[config.mk]
export PLATFORM = sky130hd
export DESIGN_NAME = lz_zone_record_decoder_top
export DESIGN_NICKNAME = d
export VERILOG_FILES = /design/src/rtl/lzd_pkg.sv /design/src/rtl/lz_zone_record_decoder_top.sv
export SDC_FILE = /design/constraint.sdc
export NUM_CORES = 1
export LEC_CHECK = 0
export ABC_CLOCK_PERIOD_IN_PS = 6650
export BUFFER_PORTS_ARGS = -buffer_cell sky130_fd_sc_hd__buf_4
export CAP_MARGIN = 10
export CELL_PAD_IN_SITES_DETAIL_PLACEMENT = 1
export CELL_PAD_IN_SITES_GLOBAL_PLACEMENT = 1
export CORE_MARGIN = 1
export CORE_UTILIZATION = 44
export CTS_BUF_LIST = sky130_fd_sc_hd__clkbuf_4
export DETAILED_ROUTE_END_ITERATION = 8
export PLACE_DENSITY_LB_ADDON = 0.1
export SYNTH_ARGS = -nofsm -noshare
export SYNTH_HDL_FRONTEND = slang
export SYNTH_SLANG_ARGS = --single-unit
[constraint.sdc]
create_clock -name clk -period 6.65 [get_ports clk]
set_input_delay 0.3325 -clock clk [delete_from_list [all_inputs] [get_ports clk]]
set_output_delay 0.3325 -clock clk [all_outputs]
set_load 0.05 [all_outputs]
[src/rtl/lzd_pkg.sv]
`timescale 1ns / 1ps

package lzd_pkg;

  localparam int COORD_W = 16;
  localparam int SIZE_W = 9;
  localparam int OFF_W = 17;
  localparam int SYMBOL_W = 8;
  localparam int CFG_W = 16;
  localparam int REG_INDEX_W = 2;

  // bytes 0..8 are held, the tenth closes the record
  localparam int RECORD_HELD = 9;
  localparam int POS_W = 4;
  localparam logic [POS_W-1:0] LAST_POS = POS_W'(RECORD_HELD);

  localparam int MIN_ZONE_W = 3;
  localparam int MIN_ZONE_H = 3;

  localparam logic [REG_INDEX_W-1:0] REG_IMAGE_WIDTH = 2'd0;
  localparam logic [REG_INDEX_W-1:0] REG_IMAGE_HEIGHT = 2'd1;
  localparam logic [REG_INDEX_W-1:0] REG_ZONE_COUNT = 2'd2;

  // record after delta undo, before the checks
  typedef struct packed {
    logic [COORD_W-1:0] src_x;
    logic [COORD_W-1:0] src_y;
    logic [COORD_W-1:0] dst_x;
    logic [COORD_W-1:0] dst_y;
    logic [SIZE_W-1:0] width;
    logic [SIZE_W-1:0] height;
    logic last;
  } zone_stage_t;

endpackage

[src/rtl/lz_zone_record_decoder_top.sv]
`timescale 1ns / 1ps

// copy-zone record decoder
// symbol channel: one decoded byte per request (symbol_valid / symbol_stall), ten
// bytes per record: source x, source y, destination x, destination y (each low
// byte first), then coded width and coded height.
// zone channel: one result per record (zone_valid / zone_stall) carrying the
// destination after delta undo, signed source offsets, size, bad and last_zone.
// configuration: write_enable, reg_index and write_data, registered at the clock edge;
// 0 image width, 1 image height, 2 zone count. write only while idle.
// throughput: one symbol per cycle while symbol_stall is low.
// result path: the delta undo is registered into the check stage at the edge
// that takes the tenth byte; the checks are registered when that stage moves on.
// stall: bytes one to nine are always taken; the tenth is held off only while
// both result stages are full and the zone side stalls.
// reset (rst, synchronous): byte position, previous destination, record count
// and the configuration registers clear, no result is pending.
module lz_zone_record_decoder_top (
  input  logic clk,
  input  logic rst,
  input  logic symbol_valid,
  output logic symbol_stall,
  input  logic [lzd_pkg::SYMBOL_W-1:0] symbol,
  output logic zone_valid,
  input  logic zone_stall,
  output logic [lzd_pkg::COORD_W-1:0] dest_x,
  output logic [lzd_pkg::COORD_W-1:0] dest_y,
  output logic signed [lzd_pkg::OFF_W-1:0] src_off_x,
  output logic signed [lzd_pkg::OFF_W-1:0] src_off_y,
  output logic [lzd_pkg::SIZE_W-1:0] zone_w,
  output logic [lzd_pkg::SIZE_W-1:0] zone_h,
  output logic bad,
  output logic last_zone,
  input  logic write_enable,
  input  logic [lzd_pkg::REG_INDEX_W-1:0] reg_index,
  input  logic [lzd_pkg::CFG_W-1:0] write_data
);
  import lzd_pkg::*;

  logic [CFG_W-1:0] image_width;
  logic [CFG_W-1:0] image_height;
  logic [CFG_W-1:0] zone_count;

  logic [POS_W-1:0] byte_position;
  logic [SYMBOL_W-1:0] field_bytes [RECORD_HELD];
  logic [COORD_W-1:0] prev_dest_x;
  logic [COORD_W-1:0] prev_dest_y;
  logic [COORD_W-1:0] records_done;

  zone_stage_t stage;
  zone_stage_t stage_next;
  logic stage_valid;

  logic sym_take;
  logic record_close;
  logic stage_move;

  logic [COORD_W-1:0] coded_sx;
  logic [COORD_W-1:0] coded_sy;
  logic [COORD_W-1:0] coded_dx;
  logic [COORD_W-1:0] coded_dy;
  logic [COORD_W:0] done_plus;

  logic [COORD_W:0] src_x_end;
  logic [COORD_W:0] src_y_end;
  logic [COORD_W:0] dst_x_end;
  logic [COORD_W:0] dst_y_end;
  logic order_bad;
  logic bounds_bad;

  // configuration
  always_ff @(posedge clk) begin
    if (rst) begin
      image_width <= '0;
      image_height <= '0;
      zone_count <= '0;
    end else if (write_enable) begin
      unique case (reg_index)
        REG_IMAGE_WIDTH:  image_width <= write_data;
        REG_IMAGE_HEIGHT: image_height <= write_data;
        REG_ZONE_COUNT:   zone_count <= write_data;
        default: ;
      endcase
    end
  end

  assign stage_move = !zone_valid || !zone_stall;
  assign symbol_stall = (byte_position == LAST_POS) && stage_valid && !stage_move;
  assign sym_take = symbol_valid && !symbol_stall;
  assign record_close = sym_take && (byte_position == LAST_POS);

  // delta undo on the closing byte
  always_comb begin
    coded_sx = {field_bytes[1], field_bytes[0]};
    coded_sy = {field_bytes[3], field_bytes[2]};
    coded_dx = {field_bytes[5], field_bytes[4]};
    coded_dy = {field_bytes[7], field_bytes[6]};
    done_plus = {1'b0, records_done} + (COORD_W+1)'(1);

    stage_next.src_x = coded_sx;
    stage_next.dst_x = (coded_dy == '0) ? coded_dx + prev_dest_x : coded_dx;
    stage_next.dst_y = coded_dy + prev_dest_y;
    stage_next.src_y = stage_next.dst_y - coded_sy;
    stage_next.width = {1'b0, field_bytes[RECORD_HELD-1]} + SIZE_W'(MIN_ZONE_W);
    stage_next.height = {1'b0, symbol} + SIZE_W'(MIN_ZONE_H);
    stage_next.last = (done_plus == {1'b0, zone_count});
  end

  always_ff @(posedge clk) begin
    if (sym_take && byte_position != LAST_POS) begin
      field_bytes[byte_position] <= symbol;
    end
    if (record_close) begin
      stage <= stage_next;
    end
  end

  always_ff @(posedge clk) begin
    if (rst) begin
      byte_position <= '0;
      prev_dest_x <= '0;
      prev_dest_y <= '0;
      records_done <= '0;
      stage_valid <= 1'b0;
    end else begin
      if (sym_take) begin
        byte_position <= (byte_position == LAST_POS) ? '0 : byte_position + POS_W'(1);
      end
      if (record_close) begin
        stage_valid <= 1'b1;
        if (stage_next.last) begin
          prev_dest_x <= '0;
          prev_dest_y <= '0;
          records_done <= '0;
        end else begin
          prev_dest_x <= stage_next.dst_x;
          prev_dest_y <= stage_next.dst_y;
          records_done <= done_plus[COORD_W-1:0];
        end
      end else if (stage_move) begin
        stage_valid <= 1'b0;
      end
    end
  end

  // ordering and bounds checks
  always_comb begin
    src_x_end = {1'b0, stage.src_x} + {{(COORD_W+1-SIZE_W){1'b0}}, stage.width};
    src_y_end = {1'b0, stage.src_y} + {{(COORD_W+1-SIZE_W){1'b0}}, stage.height};
    dst_x_end = {1'b0, stage.dst_x} + {{(COORD_W+1-SIZE_W){1'b0}}, stage.width};
    dst_y_end = {1'b0, stage.dst_y} + {{(COORD_W+1-SIZE_W){1'b0}}, stage.height};
    order_bad = (stage.src_y > stage.dst_y)
             || (stage.src_y == stage.dst_y && stage.src_x >= stage.dst_x);
    bounds_bad = (src_x_end > {1'b0, image_width}) || (src_y_end > {1'b0, image_height})
              || (dst_x_end > {1'b0, image_width}) || (dst_y_end > {1'b0, image_height});
  end

  always_ff @(posedge clk) begin
    if (stage_valid && stage_move) begin
      dest_x <= stage.dst_x;
      dest_y <= stage.dst_y;
      src_off_x <= {1'b0, stage.src_x} - {1'b0, stage.dst_x};
      src_off_y <= {1'b0, stage.src_y} - {1'b0, stage.dst_y};
      zone_w <= stage.width;
      zone_h <= stage.height;
      bad <= order_bad || bounds_bad;
      last_zone <= stage.last;
    end
  end

  always_ff @(posedge clk) begin
    if (rst) begin
      zone_valid <= 1'b0;
    end else if (stage_move) begin
      zone_valid <= stage_valid;
    end
  end

  a_pos_range: assert property (@(posedge clk) disable iff (rst)
    byte_position <= LAST_POS)
    else $error("byte position beyond record length");

  a_stall_only_on_close: assert property (@(posedge clk) disable iff (rst)
    symbol_stall |-> (byte_position == LAST_POS) && zone_valid && zone_stall)
    else $error("symbol held off while a result stage is free");

  a_close_fills_stage: assert property (@(posedge clk) disable iff (rst)
    record_close |=> stage_valid && byte_position == '0)
    else $error("closing byte did not load the check stage");

  a_last_restarts: assert property (@(posedge clk) disable iff (rst)
    record_close && stage_next.last |=>
      prev_dest_x == '0 && prev_dest_y == '0 && records_done == '0)
    else $error("stream state not cleared after last record");

  a_stage_to_output: assert property (@(posedge clk) disable iff (rst)
    stage_valid && stage_move |=> zone_valid && last_zone == $past(stage.last))
    else $error("check stage lost on its way to the output");

endmodule
; Yosys cells after proc, flatten, opt, wreduce, memory -nomap -nowiden
; Memories as Yosys holds them, arrays and structs flattened. A register that Yosys moved wholly into a read port is not among the register bits.
; Cells that the tools add are included.
; Widths: inputs -> output; s select.
[op_classes]
n_reduce_logical = 23
muxes = 9
add_sub_neg = 13
eq_ne = 6
n_lt_le_gt_ge = 6
[ops]
columns = operator, count
row1 = $add 16x9->17, 4
row2 = $gt 17x16->1, 4
row3 = $mux 16, 4
row4 = $sub 16x16->17, 2
row5 = $add 16x16->16, 2
row6 = $add 8x2->9 const B, 2
row7 = $add 16x1->17 const B, 1
row8 = $eq 17x16->1, 1
row9 = $eq 16x16->1, 1
row10 = $ge 16x16->1, 1
row11 = $gt 16x16->1, 1
row12 = $logic_not 16->1, 1
row13 = $sub 16x16->16, 1
row14 = $logic_and 1x1->1, 7
row15 = $logic_or 1x1->1, 6
row16 = $reduce_and 2->1, 3
row17 = $add 4x1->4 const B, 1
row18 = $eq 4x4->1 const B, 1
row19 = $logic_not 1->1, 4
row20 = $mux 1, 4
row21 = $mux 4, 1
row22 = $ne 4x4->1 const B, 1
row23 = $eq 2x1->1 const B, 1
row24 = $eq 2x2->1 const B, 1
row25 = other kinds (2), 2
[word_totals]
register_bits = 255
wordCells = 81
ram_bits = 72
memories = 1
output_inout_bits = 88
[memory_table]
columns = name, words, word_bits, rd, rd_clocked_by_memory_dff, wr, line
row1 = field_bytes, 9, 8, 9, 2, 1, lz_zone_record_decoder_top.sv:45  ; logic [SYMBOL_W-1:0] field_bytes [RECORD_HELD];

; Depth between registers and ports, before layout
[logic_depth]
word_depth = 9
mapped_depth = 20
depth_no_buf = 20

; Worst setup path after synthesis
; OpenSTA, ideal clock, no wires.
[synth_timing]
path_type = register to register
from = register zone_valid
to = register bad (enable)
path_stages_with_launch = 2
setup_ps = 661
t_arrival_ps = 6749
slack_ps = -760
path_cell_list = dfxtp_1 > a21boi_0
[synth_between]
elab_chain_len = 3
[synth_lines]
columns = item, line
row1 = from (decl), lz_zone_record_decoder_top.sv:24  ; output logic zone_valid,
row2 = from (signal assigned), lz_zone_record_decoder_top.sv:175  ; zone_valid <= stage_valid;
row3 = $logic_not 1->1, lz_zone_record_decoder_top.sv:87  ; assign stage_move = !zone_valid || !zone_stall;
row4 = $logic_or 1x1->1, lz_zone_record_decoder_top.sv:87
row5 = $logic_and 1x1->1, lz_zone_record_decoder_top.sv:159  ; if (stage_valid && stage_move) begin
row6 = to (signal assigned), lz_zone_record_decoder_top.sv:166  ; bad <= order_bad || bounds_bad;
row7 = to (decl), lz_zone_record_decoder_top.sv:32  ; output logic bad,
; No other way between the ends.
; A chain may end at the register's enable or synchronous reset.

; Final worst setup path
[layout_timing]
from = register stage[11] (netlist name)
to = register bad, data pin
[layout_between]
elab_chain_len = 6
word_cells_on_any_way = 8
classes_between = 2 x add/sub / 2 x order compare / 4 x reduce/logical
[layout_lines]
columns = item, line
row1 = from (decl), lz_zone_record_decoder_top.sv:50  ; zone_stage_t stage;
row2 = from (signal assigned), lz_zone_record_decoder_top.sv:114  ; stage <= stage_next;
row3 = $add 16x9->17, lz_zone_record_decoder_top.sv:148  ; src_x_end = {1'b0, stage.src_x} + {{(COORD_W+1-SIZE_W){1'b0}}, stage.width};
row4 = $gt 17x16->1, lz_zone_record_decoder_top.sv:154  ; bounds_bad = (src_x_end > {1'b0, image_width}) || (src_y_end > {1'b0, image_height})
row5 = $logic_or 1x1->1, lz_zone_record_decoder_top.sv:154
row6 = $logic_or 1x1->1 * (2 in series), lz_zone_record_decoder_top.sv:155  ; || (dst_x_end > {1'b0, image_width}) || (dst_y_end > {1'b0, image_height});
row7 = $logic_or 1x1->1 *, lz_zone_record_decoder_top.sv:166
; Mark *: on every way between the ends. The rest lies on a longest branch, timed or not.

==> metrics.yaml <==
outcome:
  outcome: "finished clean"
cells_and_area:
  syn_to_final_growth_pct: 16.3
  fill_cells: 4858
  fin_nets: 2297
  drive_gt1_frac: 0.149
  final_area_sq_mm: 0.0224
  post-route-util: 0.520
cts:
  cts_max_level: 3
  cts_root_buf: "clkbuf_4"
  cts_buffers: 94
  path_clk_slew_ps: 70
  cts.sinks: 343
  ctsResizeCount: 0
  clock_latency_ps: 830
  clockBufferDepth: 3
  cts_tree: "yes"
  ctsHoldBuffers: 36
  cts_setup_buffers: 0
sta:
  hold_viol_final: 0
  grt_setup_unrepaired: "no"
  finalSetupViolations: 0
  fin_crit_ps: 4440
  tightestPinTransition_ps: 1070
  finalSetupTns_ps: 0
  clock_skew_ps: 56.4
  fin_crit_sh: 0.667
  slew_headroom: 0.282
  clock.fmax_ghz: 0.225
  slew_viol_final: 0
critical_path:
  slowest_stage: "edfxtp_1"
  path_max_fanout: 4
  critPathMostFrequentCell: "a21oi_1"
  critPathLaunchType: "flip-flop"
  cp-end-kind: "flip-flop"
  worstPathCellList: "ha_1, a21o_1, a21oi_1, o21bai_1, a2111o_1, a31o_2, a21oi_1, nor2_1, xor2_1, ha_1, nand4_1, nor2_1, nand3_1, a21oi_1, a2111oi_0, a21oi_1, nor4_1, o211ai_1"
  r2r_cells: 18
  r2r-end: "bad"
  r2r_setup_slack_ps: 2210
  arrival_ps: 4990
  path_class: "flip-flop to flip-flop"
  path_delay_family: "compound AO/OA/AOI/OAI gates"
  path_buf_inv: 0
  worstPathRequired_ps: 7200
  cp_slowest_stage_delay_ps: 450
  r2r-start: "stage[11]"
floorplan:
  dieArea_sq_mm: 0.0447
  core-area_sq_mm: 0.0432
  die_y_um: 211
  die_w_um: 211
  ios: 119
  rows: 76
  initial_utilization: 0.447
synthesis:
  synth_top_area_frac: 0.375
  async_flop_share: 0
  synthCells: 1865
  synth-seq-area-share: 0.481
  synth_top_family_by_area: "simple AND/OR/NAND/NOR gates"
  netlist_top_cells_count: "241 x edfxtp_1, 202 x nand2_1, 180 x ha_1"
  yosys_warnings: 0
  synthMuxAreaShare: 0.00227
  yosys.area_share.simple: 0.147
  synth.avg_cell_area_sq_um: 10.3
  synth_area_leaders: "edfxtp_1 38%, ha_1 12%, dfxtp_1 11%, xnor2_1 4.9%, a21oi_1 4.6%"
  yosys.area.top_type: "edfxtp_1"
  synth_cell_types: 83
  synth_edf_count: 241
  synth_seq_cells: 343
  syn_nets: 2085
  synth_compound_area_frac: 0.140
  yosys.area_share.adder: 0.126
  synth-xor-area-share: 0.0663
  yosysMostFrequentCell: "edfxtp_1"
  synthFlopType: "edfxtp_1"
  netlist_area_sq_mm: 0.0193
placed_design:
  place_hpwl_um: 42200
  port_buffers: 118
  placed_cell_area_sq_mm: 0.0208
  routabilityCongestion: 0.892
worst_hold_path:
  holdPathEnd: "image_height[12]"
  hp-class: "input pin to flip-flop"
  holdCritStartpoint: "write_enable"
  hold_path_depth: 5
power:
  p_per_area_mw_per_mm2: 200
  ir_worst_vdd_mv: 0.0937
  p_leak_nw: 8.82
  fin_total_pwr_w: 0.00448
grt:
  gr-total-overflow: 0
  grt_max_degree: 75
  grt_pass1_vias: 15600
  antenna_found_initial: 4
  grt_pass1_wl_um: 86400
  grt.total_usage: 0.257
route:
  viasPerCell: 5.46
  num_vias: 15000
  drcViolationCount: 0
  drt_wl_total_um: 56700
  ant_nets: 0
  drt_iter0_drc: 808
  post_drt_wl_per_cell_um: 20.7
  firstDrtPassIters: 5
flow_run:
  maxCapViolations: 0
[cell families after synthesis]
| logic type | Yosys count |
|---|---|
| and+or+nand+nor | 567 |
| AOI/OAI and AO/OA | 431 |
| DFF | 343 |
| adders and majority gates | 189 |
| buffers and inverters | 185 |
| xor gates and xnor gates | 146 |
| muxes | 4 |
[final cells by class]
| cell class | count | area [sq um] | share of cell area |
|---|---|---|---|
| Tap cell | 585 | 732 | 0.0326 |
| Clock buffer | 141 | 1060 | 0.0472 |
| Clock inverter | 32 | 208 | 0.00926 |
| Timing Repair Buffer | 165 | 1330 | 0.0592 |
| Inverter | 136 | 513 | 0.0229 |
| Antenna cell | 2 | 5.00 | 0.000223 |
| Sequential cell | 343 | 9280 | 0.414 |
| Multi-Input combinational cell | 1337 | 9310 | 0.415 |
[routing by layer]
| metal | track usage | up-vias | part of all wire |
|---|---|---|---|
| met5 | 0 | - | 0.00023 |
| met4 | 0.106 | 2 | 0.030 |
| met3 | 0.0415 | 106 | 0.046 |
| met2 | 0.410 | 311 | 0.46 |
| met1 | 0.345 | 7299 | 0.47 |
| li1 | - | 7260 | - |
[report_power, final]
| group | internal, W | total [W] | leakage [nW] | switching (W) |
|---|---|---|---|---|
| combinational | 0.0000610 | 0.000167 | 5.07 | 0.000106 |
| clock | 0.00109 | 0.00201 | 0.753 | 0.000926 |
| sequential | 0.00229 | 0.00230 | 2.99 | 0.0000129 |
| total | 0.00343 | 0.00448 | 8.82 | 0.00104 |
[registers in the layout, summed over array words and instances (netlist names)]
register       flops
zone_count        16
dest_y            16
zone_w             9
stage             83
src_off_x         17
stage_valid        1
bad                1
src_off_y         17
zone_valid         1
field_bytes       72
byte_position      4
prev_dest_y       16
prev_dest_x       16
last_zone          1
records_done      16
zone_h             9
image_width       16
dest_x            16
image_height      16
[metrics by stage]
step	instances	hold slack [ps]	setup WS, ps
global route	2741	200	1960
floorplan	1865	400	1560
CTS	2739	71.9	2230
finish	2741	180	2210
global placement	2530	401	2360
detailed placement	2530	406	2230
[cell usage in the layout (no fill, tap or decap), types with 26 or more instances in the layout]
| cell | synthesis | layout |
|---|---|---|
| nor2_1 | 97 | 97 |
| dlygate4sd3_1 | 0 | 36 |
| o21ai_0 | 83 | 83 |
| a21o_1 | 32 | 32 |
| buf_4 | 2 | 129 |
| xor2_1 | 37 | 37 |
| clkbuf_4 | 0 | 141 |
| xnor2_1 | 109 | 109 |
| ha_1 | 180 | 180 |
| dfxtp_1 | 102 | 102 |
| inv_1 | 136 | 135 |
| nand4_1 | 26 | 26 |
| edfxtp_1 | 241 | 241 |
| nand2_1 | 202 | 202 |
| a21oi_1 | 177 | 177 |
| nor3_1 | 39 | 38 |
| nand3_1 | 66 | 66 |
[tightest hold or removal path, stage by stage]
cell	delay [ps]
buf_4	120
nand2_1	80
nor2_1	220
nand2_1	150
a21oi_1	50
[how the worst max path moves through the flow]
stage,end,startpoint,cells after the start
final,bad,stage[11],18
after global routing,bad,stage[11],18
after CTS,bad,stage[11],18
after detailed placement,bad,stage[11],18
after global placement,bad,stage[11],18
after floorplan,bad,zone_valid,1
(Power assumes the default switching activity.)
